File: src/rtl/core/cqia_pkg.sv
// shared types, constants and ring helpers for the circular queue with indexed access
// no dependencies; used by cqia_store, cqia_ctrl and the top level
package cqia_pkg;

   localparam int DEPTH  = 16;
   localparam int ADDR_W = $clog2(DEPTH);
   localparam int CNT_W  = $clog2(DEPTH + 1);
   localparam int DATA_W = 32;
   localparam int CMD_W  = 3;
   localparam int POS_W  = 4;
   localparam int STAT_W = 3;

   typedef enum logic [CMD_W-1:0] {
      CMD_PUSH     = 3'd0,
      CMD_POP      = 3'd1,
      CMD_RD_FRONT = 3'd2,
      CMD_RD_BACK  = 3'd3,
      CMD_RD_AT    = 3'd4,
      CMD_WR_AT    = 3'd5,
      CMD_FIND     = 3'd6,
      CMD_CLEAR    = 3'd7
   } cmd_type;

   typedef enum logic [STAT_W-1:0] {
      ST_OK       = 3'd0,
      ST_EMPTY    = 3'd1,
      ST_FULL     = 3'd2,
      ST_RANGE    = 3'd3,
      ST_NOTFOUND = 3'd4
   } status_type;

   typedef struct packed {
      logic signed [DATA_W-1:0] data;
      logic [POS_W-1:0]         fpos;
      status_type               status;
      logic [CNT_W-1:0]         entries;
   } res_type;

   // slot of the entry at offset off from base, wrapping at the depth
   function automatic logic [ADDR_W-1:0] ring_add(input logic [ADDR_W-1:0] base,
                                                  input logic [ADDR_W-1:0] off);
      logic [ADDR_W:0] sum;
      sum = {1'b0, base} + {1'b0, off};
      if (sum >= (ADDR_W+1)'(DEPTH)) begin
         sum = sum - (ADDR_W+1)'(DEPTH);
      end
      return sum[ADDR_W-1:0];
   endfunction

   // next slot, wrapping at the depth
   function automatic logic [ADDR_W-1:0] ring_inc(input logic [ADDR_W-1:0] slot);
      logic [ADDR_W-1:0] res;
      if (slot == ADDR_W'(DEPTH - 1)) begin
         res = '0;
      end else begin
         res = slot + ADDR_W'(1);
      end
      return res;
   endfunction

endpackage

File: src/rtl/core/cqia_store.sv
// slot memory of the queue: one write port, one read port with registered data
// depends on cqia_pkg for depth and widths
module cqia_store (
   input  logic                                 clock,
   input  logic                                 wr_en,
   input  logic [cqia_pkg::ADDR_W-1:0]          wr_addr,
   input  logic signed [cqia_pkg::DATA_W-1:0]   wr_data,
   input  logic [cqia_pkg::ADDR_W-1:0]          rd_addr,
   output logic signed [cqia_pkg::DATA_W-1:0]   rd_data
);

   logic signed [cqia_pkg::DATA_W-1:0] mem [cqia_pkg::DEPTH];
   logic signed [cqia_pkg::DATA_W-1:0] rd_data_ff;

   always_ff @(posedge clock) begin
      if (wr_en) begin
         mem[wr_addr] <= wr_data;
      end
   end

   always_ff @(posedge clock) begin
      rd_data_ff <= mem[rd_addr];
   end

   assign rd_data = rd_data_ff;

endmodule

File: src/rtl/core/cqia_ctrl.sv
// command sequencer: pointers, fill count, shared ring adder and the find scan
// depends on cqia_pkg; drives the slot memory in cqia_store
module cqia_ctrl (
   input  logic                                 clock,
   input  logic                                 reset,
   input  logic                                 req_valid,
   output logic                                 req_stall,
   input  logic [cqia_pkg::CMD_W-1:0]           req_command,
   input  logic [cqia_pkg::POS_W-1:0]           req_position,
   input  logic signed [cqia_pkg::DATA_W-1:0]   req_data_in,
   output logic                                 wr_en,
   output logic [cqia_pkg::ADDR_W-1:0]          wr_addr,
   output logic signed [cqia_pkg::DATA_W-1:0]   wr_data,
   output logic [cqia_pkg::ADDR_W-1:0]          rd_addr,
   input  logic signed [cqia_pkg::DATA_W-1:0]   rd_data,
   output logic                                 res_valid,
   output cqia_pkg::res_type                    res,
   input  logic                                 res_take
);

   typedef enum logic [1:0] {
      S_IDLE,
      S_READ,
      S_SCAN,
      S_DONE
   } state_type;

   state_type                          state_ff, state_in;
   logic [cqia_pkg::ADDR_W-1:0]        head_ff, head_in;
   logic [cqia_pkg::ADDR_W-1:0]        tail_ff, tail_in;
   logic [cqia_pkg::CNT_W-1:0]         fill_ff, fill_in;
   logic [cqia_pkg::ADDR_W-1:0]        idx_ff, idx_in;
   logic signed [cqia_pkg::DATA_W-1:0] key_ff, key_in;
   cqia_pkg::res_type                  res_ff, res_in;

   logic [cqia_pkg::ADDR_W-1:0]        ring_off;
   logic [cqia_pkg::ADDR_W-1:0]        ring_out;
   logic [cqia_pkg::ADDR_W-1:0]        tail_inc;
   logic                               pos_bad;
   logic                               is_empty;

   // the one ring adder, shared by read at, write at and every scan step
   assign ring_out = cqia_pkg::ring_add(head_ff, ring_off);
   assign tail_inc = cqia_pkg::ring_inc(tail_ff);
   assign pos_bad  = 32'(req_position) >= 32'(fill_ff);
   assign is_empty = fill_ff == '0;

   always_comb begin
      state_in = state_ff;
      head_in  = head_ff;
      tail_in  = tail_ff;
      fill_in  = fill_ff;
      idx_in   = idx_ff;
      key_in   = key_ff;
      res_in   = res_ff;
      wr_en    = 1'b0;
      wr_addr  = ring_out;
      wr_data  = req_data_in;
      ring_off = cqia_pkg::ADDR_W'(req_position);
      rd_addr  = head_ff;

      unique case (state_ff)
         S_IDLE: begin
            if (req_valid) begin
               key_in         = req_data_in;
               res_in.data    = '0;
               res_in.fpos    = '0;
               res_in.status  = cqia_pkg::ST_OK;
               res_in.entries = fill_ff;
               state_in       = S_DONE;
               unique case (cqia_pkg::cmd_type'(req_command))
                  cqia_pkg::CMD_PUSH: begin
                     if (fill_ff == cqia_pkg::CNT_W'(cqia_pkg::DEPTH)) begin
                        res_in.status = cqia_pkg::ST_FULL;
                     end else begin
                        wr_en          = 1'b1;
                        wr_addr        = tail_inc;
                        tail_in        = tail_inc;
                        fill_in        = fill_ff + cqia_pkg::CNT_W'(1);
                        res_in.entries = fill_ff + cqia_pkg::CNT_W'(1);
                     end
                  end
                  cqia_pkg::CMD_POP: begin
                     if (is_empty) begin
                        res_in.status = cqia_pkg::ST_EMPTY;
                     end else begin
                        head_in        = cqia_pkg::ring_inc(head_ff);
                        fill_in        = fill_ff - cqia_pkg::CNT_W'(1);
                        res_in.entries = fill_ff - cqia_pkg::CNT_W'(1);
                     end
                  end
                  cqia_pkg::CMD_RD_FRONT: begin
                     if (is_empty) begin
                        res_in.status = cqia_pkg::ST_EMPTY;
                     end else begin
                        rd_addr  = head_ff;
                        state_in = S_READ;
                     end
                  end
                  cqia_pkg::CMD_RD_BACK: begin
                     if (is_empty) begin
                        res_in.status = cqia_pkg::ST_EMPTY;
                     end else begin
                        rd_addr  = tail_ff;
                        state_in = S_READ;
                     end
                  end
                  cqia_pkg::CMD_RD_AT: begin
                     if (pos_bad) begin
                        res_in.status = cqia_pkg::ST_RANGE;
                     end else begin
                        rd_addr  = ring_out;
                        state_in = S_READ;
                     end
                  end
                  cqia_pkg::CMD_WR_AT: begin
                     if (pos_bad) begin
                        res_in.status = cqia_pkg::ST_RANGE;
                     end else begin
                        wr_en   = 1'b1;
                        wr_addr = ring_out;
                     end
                  end
                  cqia_pkg::CMD_FIND: begin
                     if (is_empty) begin
                        res_in.status = cqia_pkg::ST_NOTFOUND;
                     end else begin
                        rd_addr  = head_ff;
                        idx_in   = '0;
                        state_in = S_SCAN;
                     end
                  end
                  cqia_pkg::CMD_CLEAR: begin
                     head_in        = '0;
                     tail_in        = cqia_pkg::ADDR_W'(cqia_pkg::DEPTH - 1);
                     fill_in        = '0;
                     res_in.entries = '0;
                  end
                  default: begin
                  end
               endcase
            end
         end
         S_READ: begin
            res_in.data = rd_data;
            state_in    = S_DONE;
         end
         S_SCAN: begin
            // word of entry idx is here now; fetch entry idx+1 behind it
            ring_off = idx_ff + cqia_pkg::ADDR_W'(1);
            rd_addr  = ring_out;
            if (rd_data == key_ff) begin
               res_in.fpos = cqia_pkg::POS_W'(idx_ff);
               state_in    = S_DONE;
            end else if (cqia_pkg::CNT_W'(idx_ff) + cqia_pkg::CNT_W'(1) == fill_ff) begin
               res_in.status = cqia_pkg::ST_NOTFOUND;
               state_in      = S_DONE;
            end else begin
               idx_in = idx_ff + cqia_pkg::ADDR_W'(1);
            end
         end
         S_DONE: begin
            if (res_take) begin
               state_in = S_IDLE;
            end
         end
         default: begin
            state_in = S_IDLE;
         end
      endcase
   end

   always_ff @(posedge clock) begin
      if (reset) begin
         state_ff <= S_IDLE;
         head_ff  <= '0;
         tail_ff  <= cqia_pkg::ADDR_W'(cqia_pkg::DEPTH - 1);
         fill_ff  <= '0;
      end else begin
         state_ff <= state_in;
         head_ff  <= head_in;
         tail_ff  <= tail_in;
         fill_ff  <= fill_in;
      end
      idx_ff <= idx_in;
      key_ff <= key_in;
      res_ff <= res_in;
   end

   assign req_stall = state_ff != S_IDLE;
   assign res_valid = state_ff == S_DONE;
   assign res       = res_ff;

endmodule

File: src/rtl/core/circular_queue_with_indexed_access.sv
// top level of the circular queue with indexed access
// depends on cqia_pkg, cqia_store and cqia_ctrl
//
// A fixed-depth ring of 16 signed 32-bit words, driven one command per req
// beat: push, pop, read front, read back, read at a position from the front,
// write at a position, find the first position holding a value, and clear.
// Every command gives exactly one rsp beat with the word read, the found
// position, a status code and the number of entries held afterwards; failed
// commands leave the queue untouched. The block takes one command at a time.
// Push, pop, write at, clear and every failing command go straight from
// acceptance to the done state; the reads pass a read state first, since the
// slot memory has a registered read port. Find walks the entries from the
// front through the same read port and one comparator, one entry per cycle,
// until the first match or the last entry. The finished rsp beat sits in an
// output register, so the next command is taken while it waits for the
// receiver. No clearing pass is needed after reset: slots are only read below
// the fill count, and each of those has been written.
module circular_queue_with_indexed_access (
   input  logic                                 clock,
   input  logic                                 reset,
   // command channel
   input  logic                                 req_valid,
   output logic                                 req_stall,
   input  logic [cqia_pkg::CMD_W-1:0]           req_command,
   input  logic [cqia_pkg::POS_W-1:0]           req_position,
   input  logic signed [cqia_pkg::DATA_W-1:0]   req_data_in,
   // result channel
   output logic                                 rsp_valid,
   input  logic                                 rsp_stall,
   output logic signed [cqia_pkg::DATA_W-1:0]   rsp_data_out,
   output logic [cqia_pkg::POS_W-1:0]           rsp_found_position,
   output logic [cqia_pkg::STAT_W-1:0]          rsp_status,
   output logic [cqia_pkg::CNT_W-1:0]           rsp_entries
);

   // memory ports between sequencer and slot store
   logic                               wr_en;
   logic [cqia_pkg::ADDR_W-1:0]        wr_addr;
   logic signed [cqia_pkg::DATA_W-1:0] wr_data;
   logic [cqia_pkg::ADDR_W-1:0]        rd_addr;
   logic signed [cqia_pkg::DATA_W-1:0] rd_data;

   // finished result from the sequencer
   logic                               res_valid;
   cqia_pkg::res_type                  res;
   logic                               res_take;

   // rsp output register
   logic                               rsp_valid_ff, rsp_valid_in;
   cqia_pkg::res_type                  rsp_res_ff, rsp_res_in;

   cqia_store u_store (
      .clock   (clock),
      .wr_en   (wr_en),
      .wr_addr (wr_addr),
      .wr_data (wr_data),
      .rd_addr (rd_addr),
      .rd_data (rd_data)
   );

   cqia_ctrl u_ctrl (
      .clock        (clock),
      .reset        (reset),
      .req_valid    (req_valid),
      .req_stall    (req_stall),
      .req_command  (req_command),
      .req_position (req_position),
      .req_data_in  (req_data_in),
      .wr_en        (wr_en),
      .wr_addr      (wr_addr),
      .wr_data      (wr_data),
      .rd_addr      (rd_addr),
      .rd_data      (rd_data),
      .res_valid    (res_valid),
      .res          (res),
      .res_take     (res_take)
   );

   // move the result across once the output register is empty or draining
   assign res_take = res_valid && (!rsp_valid_ff || !rsp_stall);

   always_comb begin
      rsp_valid_in = rsp_valid_ff;
      rsp_res_in   = rsp_res_ff;
      if (res_take) begin
         rsp_valid_in = 1'b1;
         rsp_res_in   = res;
      end else if (rsp_valid_ff && !rsp_stall) begin
         rsp_valid_in = 1'b0;
      end
   end

   always_ff @(posedge clock) begin
      if (reset) begin
         rsp_valid_ff <= 1'b0;
      end else begin
         rsp_valid_ff <= rsp_valid_in;
      end
      rsp_res_ff <= rsp_res_in;
   end

   assign rsp_valid          = rsp_valid_ff;
   assign rsp_data_out       = rsp_res_ff.data;
   assign rsp_found_position = rsp_res_ff.fpos;
   assign rsp_status         = rsp_res_ff.status;
   assign rsp_entries        = rsp_res_ff.entries;

   // a command is never taken back to back with its own acceptance
   a_busy_after_accept: assert property (@(posedge clock) disable iff (reset)
      req_valid && !req_stall |=> req_stall)
      else $error("command accepted while previous one still in progress");

   // the reported count never passes the depth
   a_entries_bound: assert property (@(posedge clock) disable iff (reset)
      rsp_valid |-> 32'(rsp_entries) <= cqia_pkg::DEPTH)
      else $error("entry count beyond depth");

   // a full report only comes from a full queue
   a_full_count: assert property (@(posedge clock) disable iff (reset)
      rsp_valid && rsp_status == cqia_pkg::ST_FULL
         |-> 32'(rsp_entries) == cqia_pkg::DEPTH)
      else $error("full status with spare room");

   // read data and found position are zero unless the command succeeded
   a_zero_on_error: assert property (@(posedge clock) disable iff (reset)
      rsp_valid && rsp_status != cqia_pkg::ST_OK
         |-> rsp_data_out == '0 && rsp_found_position == '0)
      else $error("payload not cleared on failing command");

endmodule
File: config.mk
export PLATFORM = sky130hd
export DESIGN_NAME = circular_queue_with_indexed_access
export DESIGN_NICKNAME = d
export VERILOG_FILES = /design/src/rtl/core/cqia_pkg.sv /design/src/rtl/core/cqia_store.sv /design/src/rtl/core/cqia_ctrl.sv /design/src/rtl/core/circular_queue_with_indexed_access.sv
export SDC_FILE = /design/constraint.sdc
export NUM_CORES = 1
export LEC_CHECK = 0
export ABC_AREA = 1
export BUFFER_PORTS_ARGS = -buffer_cell sky130_fd_sc_hd__buf_2
export CORE_MARGIN = 10
export CORE_UTILIZATION = 25
export DETAILED_ROUTE_END_ITERATION = 6
export PLACE_DENSITY_LB_ADDON = 0.1
export SLEW_MARGIN = 20
export SYNTH_ARGS = -nofsm -noshare
export SYNTH_HDL_FRONTEND = slang
export SYNTH_SLANG_ARGS = --single-unit
File: constraint.sdc
create_clock -name clock -period 5.6 [get_ports clock]
set_clock_uncertainty 0.2 [all_clocks]
set_input_delay 0.84 -clock clock [delete_from_list [all_inputs] [get_ports clock]]
set_output_delay 0.84 -clock clock [all_outputs]
set_load 0.03 [all_outputs]
==> flow_summary.toml, run 1 <==
[logic_synthesis]
avgSynthCellArea_um2 = 10.9
syn_nets = 2731
yosysSeqAreaShare_pct = 68.6
ys_warn_count = 0
synth.most_common_cell = "edfxtp_1"
ys_seq_elements = 684
syn_inst = 2670
synthTopCellsByCount = "edfxtp_1 (636), nand3_1 (609), nand2_1 (527), inv_1 (428), nand3b_1 (73)"
syn_area_mm2 = 0.0292
synth-edff-count = 636
synth_top_area_share_pct = 65.3
synth_flop_cell = "edfxtp_1"
synth_cell_types = 35
ys_top_cells_by_area = "edfxtp_1 (65%), nand3_1 (10%), nand2_1 (6.8%)"
yosysTopAreaCell = "edfxtp_1"
synthArstFlopShare_pct = 0

[pwr]
power_mw = 18.9
powerDensity_mw_per_mm2 = 552
intPower_mw = 11.1
switching_share_pct = 41.3
p_leak_nw = 13.7
pwr-share-seq_pct = 34.0
pwr-share-clk_pct = 28.0
power_frac_comb_pct = 38.0
ir_worst_vdd_mv = 0.425
switchingPower_mw = 7.81

[worst_setup_path]
r2r_cells = 13
cp_data_required_time_ns = 5.74
start_kind = "flop"
reg2reg_from = "u_ctrl.state_ff[0]"
worstReg2RegEnd = "u_store.mem[5][16]"
crit_fanout = 15
regToRegSetupSlack_ns = 0.87
cpPeakStageDelay_ns = 0.63
path_cells = "inv_1 > ha_1 > inv_1 > o21ai_0 > ha_1 > a21oi_1 > nand2_1 > xor2_1 > xnor2_1 > o21ai_0 > nand2_1 > nor2_4 > buf_4"
critPathKind = "reg2reg"
cp_slowest_cell = "nor2_4"
critPathArrivalTime_ns = 4.86
worstSetupEndpointType = "flop"

[global_routing]
grt_max_degree = 175
first_global_vias = 19500
grt_pass1_wl_um = 135000
overflow = 0
track_usage_pct = 13.7
grt_antenna_before_repair = 7

[place]
gp_congestion = 0.840
port_buffers = 88
hpwl_um = 51000
dp.cells = 4188
placed_area_mm2 = 0.0316

[min_path]
min_to = "rsp_data_out[2]"
worstHoldStart = "u_ctrl.res[14]"
hold_depth = 0
hold_path.class = "reg2reg"

[clock_network]
cts.sink_count = 684
cts_max_level = 3
clock_latency_ns = 0.67
path_clk_slew_ns = 0.06
cts_tree = "done"
numCtsBuffers = 83
cts_resized = 0
postCtsSetupBuffers = 0
cts_hold_buf = 0
cts_root_buffer = "clkbuf_16"
cts_buffer_depth = 3

[sta]
worst_pin_slew_ns = 1.09
drv_slew = 0
clock.fmax_mhz = 212
max_slew_margin_pct = 27.2
finalCritPeriodShare_pct = 84.4
hold_viol = 0
fin_crit_ns = 4.73
grt_setup_unrepaired = "false"
whs_ns = 0.215
setup_tns_ns = 0
setup_viol = 0

[route]
wl_per_cell_um = 21.1
ant_nets = 0
vias = 19400
routed_via_density = 4.46
wirelength_um = 91500
drc = 0
dr.pass1.iters = 6
drt-initial-drc-count = 1357

[layout]
drive_above_1_share_pct = 10.5
fin_area_mm2 = 0.0343
finalNetCount = 2810
area_growth_pct = 17.3
finalNonFillerCells = 4345

[floorplan]
rows = 125
die-area_mm2 = 0.131
start_util_pct = 25.2
fp.dieH_um = 362
coreArea_mm2 = 0.116
io_pins = 89
dieWidth_um = 362

[status]
status = "completed"

[job]
max_cap_violations = 0
-- flip-flops by register name, summed over array words and instances, names as in the netlist, 5 cells and up --
signal and count:
u_store.mem 512, u_ctrl.res 44, rsp_data_out 32, u_ctrl.key_ff 32, u_store.rd_data 32, rsp_entries 5
u_ctrl.fill_ff 5
-- per-layer routing --
| metal | global-route usage, % | up-vias | part of all wire (%) |
|---|---|---|---|
| li1 | - | 9163 | - |
| met1 | 18.6 | 9565 | 47 |
| met2 | 21.9 | 489 | 46 |
| met3 | 2.90 | 140 | 5.1 |
| met4 | 3.88 | 10 | 2.2 |
| met5 | 0 | - | 0.080 |
-- cell usage in the layout, fill, tap and decap left out, types with 6 or more instances in the layout --
master / n
nand2_1: 522
a21oi_1: 20
or2_2: 9
o21ai_0: 22
clkinv_2: 15
inv_1: 426
xnor2_1: 16
clkbuf_8: 9
a211oi_1: 6
buf_2: 88
xor2_1: 16
buf_4: 32
nor2_4: 18
edfxtp_1: 636
buf_12: 15
nor3_1: 7
ha_1: 16
nand3_1: 609
clkbuf_16: 84
nand4_1: 6
clkbuf_1: 29
clkinv_1: 8
nor2_1: 47
dfxtp_1: 48
nand3b_1: 73
-- logic make-up (layout without fill, tap and decap cells) --
| kind of cell | Yosys count | after routing | synth area share [%] |
|---|---|---|---|
| and+or+nand+nor | 1301 | 1301 | 20.5 |
| other | 0 | 1 | 0 |
| AOI/OAI and AO/OA | 64 | 64 | 1.27 |
| DFF | 684 | 684 | 68.6 |
| xor gates and xnor gates | 32 | 32 | 0.959 |
| adders and majority gates | 18 | 18 | 0.796 |
| buffers and inverters | 571 | 721 | 7.83 |
-- critical path, delay by kind of cell (launching register included) --
family | cells | cell delay [ns]
adders and majority gates | 2 | 0.82
and+or+nand+nor | 3 | 1.04
buffers and inverters | 3 | 0.82
xor gates and xnor gates | 2 | 0.35
DFF | 1 | 0.34
AOI/OAI and AO/OA | 3 | 0.81
-- power by group through the flow --
stage / Combinational [mW] / Sequential (mW) / Clock, mW
global route: 7.98 / 6.48 / 5.68
finish: 7.19 / 6.44 / 5.29
CTS: 7.35 / 6.45 / 5.47
global placement: 7.30 / 6.55 / 0
detailed placement: 7.33 / 6.55 / 0
floorplan: 4.76 / 6.45 / 0
-- layout make-up --
cell class / instances / area [µm²]
antenna: 1 / 2.50
clock buffer: 122 / 2330
clock inverter: 34 / 320
fill: 12000 / 81900
inverter: 430 / 1620
multi-input combinational: 1415 / 7060
sequential: 684 / 20100
tap: 1524 / 1910
timing repair buffer: 135 / 981
-- worst max path at each step --
stage	from	endpoint	cells past startpoint
2_1_floorplan	u_ctrl.state_ff[0]	u_store.mem[0][0]	13
3_3_place_gp	u_ctrl.state_ff[0]	u_store.mem[5][10]	14
3_5_place_dp	u_ctrl.state_ff[0]	u_store.mem[5][16]	13
4_1_cts	u_ctrl.state_ff[0]	u_store.mem[5][16]	13
5_1_grt	u_ctrl.state_ff[0]	u_store.rd_data[19]	19
6_report	u_ctrl.state_ff[0]	u_store.mem[5][16]	13
-- metrics by stage --
step	util, %	setup slack [ns]
after floorplan	-	1.28
after global placement	27.2	0.926
after detailed placement	27.2	0.880
after CTS	29.5	0.827
after global routing	29.5	0.411
final	29.5	0.873
Power figures use the tool's default switching activity.
==> run 2, diff against run 1 <==
==> constraint.sdc (replaced) <==
create_clock -name clock -period 3.9 [get_ports clock]
set_clock_uncertainty 0.2 [all_clocks]
set_input_delay 0.585 -clock clock [delete_from_list [all_inputs] [get_ports clock]]
set_output_delay 0.585 -clock clock [all_outputs]
set_load 0.03 [all_outputs]
==> flow_summary.toml, run 2 (same netlist as run 1, synthesis figures left out) <==
[status]
status = "completed"

[clock_network]
cts_buffer_depth = 3
numCtsBuffers = 82
cts_root_buffer = "clkbuf_16"
cts_tree = "done"
path_clk_slew_ns = 0.06
cts.sink_count = 684
cts_hold_buf = 0
cts_max_level = 3
clock_latency_ns = 0.67

[pwr]
switching_share_pct = 40.4
ir_worst_vdd_mv = 0.678
p_leak_nw = 14.2
pwr-share-clk_pct = 27.3
power_frac_comb_pct = 39.9
pwr-share-seq_pct = 32.8
intPower_mw = 16.8
switchingPower_mw = 11.4
powerDensity_mw_per_mm2 = 795

[route]
drc = 0
vias = 19500
dr.pass1.iters = 7
routed_via_density = 4.43
wirelength_um = 90900
ant_nets = 0
drt-initial-drc-count = 1475
wl_per_cell_um = 20.7

[sta]
fin_crit_ns = 3.68
setup_viol = 0
worst_pin_slew_ns = 1.00
clock.fmax_mhz = 271
drv_slew = 0
hold_viol = 0
finalCritPeriodShare_pct = 94.5
whs_ns = 0.104
setup_ws_ns = 0.215
max_slew_margin_pct = 32.3
setup_tns_ns = 0

[global_routing]
grt_antenna_before_repair = 6
grt.busiest_layer = "met2"
grtUsageMet2_pct = 21.3
overflow = 0
track_usage_pct = 13.5
first_global_vias = 19600
use_met3_pct = 2.73
global_route.usage.met1_pct = 18.6
grt_max_degree = 161
grt_pass1_wl_um = 133000

[layout]
largest_register_ffs = 512
finalNetCount = 2867
most-common-layout-cells = "edfxtp_1 (636), nand3_1 (608), nand2_1 (522), inv_1 (426), buf_2 (88)"
area_growth_pct = 21.5
finalNonFillerCells = 4398
layout_commonest_cell = "edfxtp_1"
diodes = 0
top_register = "u_store.mem"
fillerInstances = 11900
drive_above_1_share_pct = 12.6

[worst_setup_path]
start_kind = "flop"
worstSetupEndpointType = "flop"
critPathKind = "reg2reg"
critPathArrivalTime_ns = 3.82
regToRegSetupSlack_ns = 0.22
crit_fanout = 19
cp_data_required_time_ns = 4.04

[place]
place_ws_ns = -0.0635
hpwl_um = 53800
gp_congestion = 0.791
port_buffers = 88
dp.cells = 4236

[job]
max_cap_violations = 0

[floorplan]
dieWidth_um = 362
rows = 125
fp.dieH_um = 362
io_pins = 89
coreArea_mm2 = 0.116
die-area_mm2 = 0.131
start_util_pct = 25.2

[min_path]
hold_path.class = "in2reg"
==> run 2: cell count changes in the layout (fill, tap and decap cells not counted), moves of 5 or more <==
| cell | delta |
|---|---|
| clkbuf_8 | -5 |
| clkbuf_1 | -11 |
| buf_6 | +5 |
| clkinvlp_4 | +7 |
| buf_12 | +42 |
| bufinv_16 | +5 |
==> run 2: final cells by class <==
class	count	area (µm²)	share of cell area, %
clock buffer	104	2170	6.12
clock inverter	48	534	1.50
inverter	430	1630	4.60
multi-input combinational	1415	7090	20.0
sequential	684	20100	56.5
tap	1524	1910	5.37
timing repair buffer	193	2110	5.94
==> run 2: per-stage QoR <==
| stage | utilization (%) | area (µm²) | power [mW] |
|---|---|---|---|
| 3_5_place_dp | 28.0 | 32500 | 20.5 |
| 4_1_cts | 30.3 | 35200 | 28.4 |
| 3_3_place_gp | 28.0 | 32500 | 20.5 |
| 2_1_floorplan | - | 29200 | 16.1 |
| 6_report | 30.6 | 35500 | 28.2 |
| 5_1_grt | 30.6 | 35500 | 30.1 |
==> run 2: worst max-delay path, stage by stage (launching register included) <==
cell     delay, ns
dfxtp_2       0.35
inv_1         0.07
ha_1          0.21
buf_4         0.19
nand2_1       0.10
inv_1         0.06
a21oi_1       0.18
inv_1         0.07
ha_1          0.28
nand3_1       0.09
nand2_1       0.10
xor2_1        0.28
xnor2_2       0.16
o21ai_2       0.29
nand2_1       0.11
buf_4         0.19
nor2_4        0.17
buf_12        0.23
==> run 2: final timing paths <==
path	startpoint	endpoint	cells after the start
worst min-delay path	rsp_stall	rsp_valid	3
worst min register to register	u_ctrl.res[10]	rsp_found_position[2]	0
worst max-delay path	u_ctrl.state_ff[0]	u_store.mem[3][9]	17
worst max register to register	u_ctrl.state_ff[0]	u_store.mem[3][9]	17
==> run 2: power groups by stage <==
stage                     Clock [mW]  Combinational (mW)  Sequential [mW]
final                           7.72                11.3             9.26
after detailed placement           0                11.1             9.41
after floorplan                    0                6.83             9.26
after global placement             0                11.1             9.41
after global routing            8.28                12.5             9.31
after CTS                       8.00                11.1             9.26
==> run 2: per-layer routing <==
| metal | vias up | part of all wire (%) |
|---|---|---|
| met5 | - | 0.012 |
| met4 | 2 | 2.1 |
| met3 | 133 | 5.0 |
| met2 | 442 | 45 |
| met1 | 9631 | 48 |
| li1 | 9277 | - |
==> run 2: repair_timing <==
item | CTS | global route
pin swaps | 0 | 2
cloned | 0 | 5
hold endpoints to repair | 0 | 0
resized for setup | 1 | 20
endpoints found under the setup margin | 323 | 544
setup buffers | 0 | 5
==> run 3, diff against run 2 <==
--- a/config.mk
+++ b/config.mk
@@ -8,7 +8,7 @@
 export ABC_AREA = 1
 export BUFFER_PORTS_ARGS = -buffer_cell sky130_fd_sc_hd__buf_2
 export CORE_MARGIN = 10
-export CORE_UTILIZATION = 25
+export CORE_UTILIZATION = 56
 export DETAILED_ROUTE_END_ITERATION = 6
 export PLACE_DENSITY_LB_ADDON = 0.1
 export SLEW_MARGIN = 20
==> flow_summary.toml, run 3 (same netlist as run 1, synthesis figures left out) <==
[route]
drt-initial-drc-count = 2117
wl_per_cell_um = 21.2
met2_length_um = 35500
routed_via_density = 5.61
drc = 0
vias = 19900
dr.pass1.iters = 7
wl_met1_um = 32000
ant_nets = 0
met3_length_um = 6180
wirelength_um = 75200
highest_layer = "met4"

[floorplan]
rows = 83
dieWidth_um = 248
fp.dieH_um = 248
die-area_mm2 = 0.0617
coreArea_mm2 = 0.0515
start_util_pct = 56.7
io_pins = 89

[global_routing]
grt_pass1_wl_um = 115000
first_global_vias = 19400
track_usage_pct = 23.6
grt_max_degree = 156
overflow = 0
grt_antenna_before_repair = 1

[min_path]
worstHoldStart = "rsp_stall"
hold_path.class = "in2reg"
hold_depth = 3

[clock_network]
numCtsBuffers = 73
clock_latency_ns = 0.62
cts_tree = "done"
cts_max_level = 3
path_clk_slew_ns = 0.06
cts_root_buffer = "clkbuf_16"
cts.sink_count = 684
cts_hold_buf = 0
cts_buffer_depth = 3

[worst_setup_path]
crit_path_frequent_cell = "nand2_1"
start_kind = "flop"
path_depth = 23
worstSetupEndpointType = "flop"
path_buf_inv = 8
critPathArrivalTime_ns = 3.97
cpPeakStageDelay_ns = 0.52
path_delay_family = "buffers and inverters"
critPathKind = "reg2reg"
cp_slowest_cell = "fa_1"
crit_fanout = 22
cp_data_required_time_ns = 4.20
path_cells = "inv_1 > ha_1 > buf_4 > nand2_1 > inv_1 > a21oi_2 > ha_1 > inv_1 > fa_1 > inv_1 > nand3_1 > nand2_1 > nand2_1 > nand2_1 > nand2_1 > nand3b_1 > buf_6 > clkinv_8 > buf_16 > nand3_1 > nand3_1 > nand3_1 > nand2_1"
reg2reg_from = "u_ctrl.state_ff[0]"
r2r_cells = 23
setup.worst_path.start = "u_ctrl.state_ff[0]"

[layout]
finalNetCount = 2869
diodes = 0
top_register = "u_store.mem"
area_growth_pct = 16.1
fillerInstances = 3939
largest_register_ffs = 512
most-common-layout-cells = "edfxtp_1 (636), nand3_1 (609), nand2_1 (522), inv_1 (425), buf_2 (88)"
drive_above_1_share_pct = 12.1
finalNonFillerCells = 3544
fin_area_mm2 = 0.0339
layout_commonest_cell = "edfxtp_1"
fin_util_pct = 65.9

[sta]
clock.fmax_mhz = 273
hold_viol = 0
max_slew_margin_pct = 32.8
whs_ns = 0.104
finalCritPeriodShare_pct = 93.9
grt_setup_unrepaired = "true"
drv_slew = 0
worst_pin_slew_ns = 1.01
fin_crit_ns = 3.66
setup_viol = 0

[pwr]
pwr-share-clk_pct = 24.9
power_frac_comb_pct = 40.4
powerDensity_mw_per_mm2 = 786
switchingPower_mw = 10.5
intPower_mw = 16.1
power_mw = 26.7
p_leak_nw = 14.0
pwr-share-seq_pct = 34.7
ir_worst_vdd_mv = 0.740
switching_share_pct = 39.5

[place]
placed_area_mm2 = 0.0313
gp_congestion = 0.873
hpwl_um = 42900
port_buffers = 88
dp.cells = 3401

[status]
status = "completed"

[job]
max_cap_violations = 0
run 3: worst register-to-register path, cell delays in order, from the launching register on:
cell and delay (ns):
dfxtp_1 0.33, inv_1 0.06, ha_1 0.26, buf_4 0.18
nand2_1 0.07, inv_1 0.06, a21oi_2 0.14, ha_1 0.19
inv_1 0.06, fa_1 0.52, inv_1 0.12, nand3_1 0.08
nand2_1 0.07, nand2_1 0.04, nand2_1 0.07, nand2_1 0.05
nand3b_1 0.10, buf_6 0.18, clkinv_8 0.15, buf_16 0.21
nand3_1 0.11, nand3_1 0.11, nand3_1 0.14, nand2_1 0.07
run 3: what timing repair did:
item / CTS / global route
setup endpoints to repair: 96 / 32
gates cloned: 0 / 4
buffers inserted: 0 / 5
gates resized for setup: 5 / 14
pin swaps: 0 / 1
run 3: power groups by stage:
stage / Combinational (mW) / Clock, mW / Sequential, mW
after floorplan: 6.83 / 0 / 9.26
after global placement: 10.2 / 0 / 9.36
after detailed placement: 10.3 / 0 / 9.38
after CTS: 10.4 / 6.76 / 9.22
after global routing: 11.9 / 7.03 / 9.28
final: 10.8 / 6.65 / 9.24
run 3: layout make-up:
type	count	area [µm²]	share of cell area [%]
inverter	430	1630	4.81
multi-input combinational	1415	7080	20.9
sequential	684	20100	59.1
clock inverter	21	191	0.564
tap	680	851	2.51
clock buffer	110	2090	6.15
timing repair buffer	204	2030	5.99
run 3: metrics by stage:
stage | TNS (ns) | setup WS (ns)
6_report | 0 | 0.239
5_1_grt | -0.0844 | -0.0161
4_1_cts | 0 | 0.00886
3_5_place_dp | -6.48 | -0.0890
3_3_place_gp | -4.36 | -0.0548
2_1_floorplan | -208.85 | -0.424
run 3: metal layers:
layer	track usage, %	vias to the layer above
met2	37.3	863
met4	6.83	0
met3	4.04	121
met5	0	-
met1	33.2	9637
li1	-	9264
run 3: path summary, 6_finish.rpt:
check,end,slack (ns)
hold / removal,rsp_valid,0.10
setup reg to reg,u_store.rd_data[21],0.24
hold reg to reg,rsp_data_out[15],0.22
setup / recovery,u_store.rd_data[21],0.24
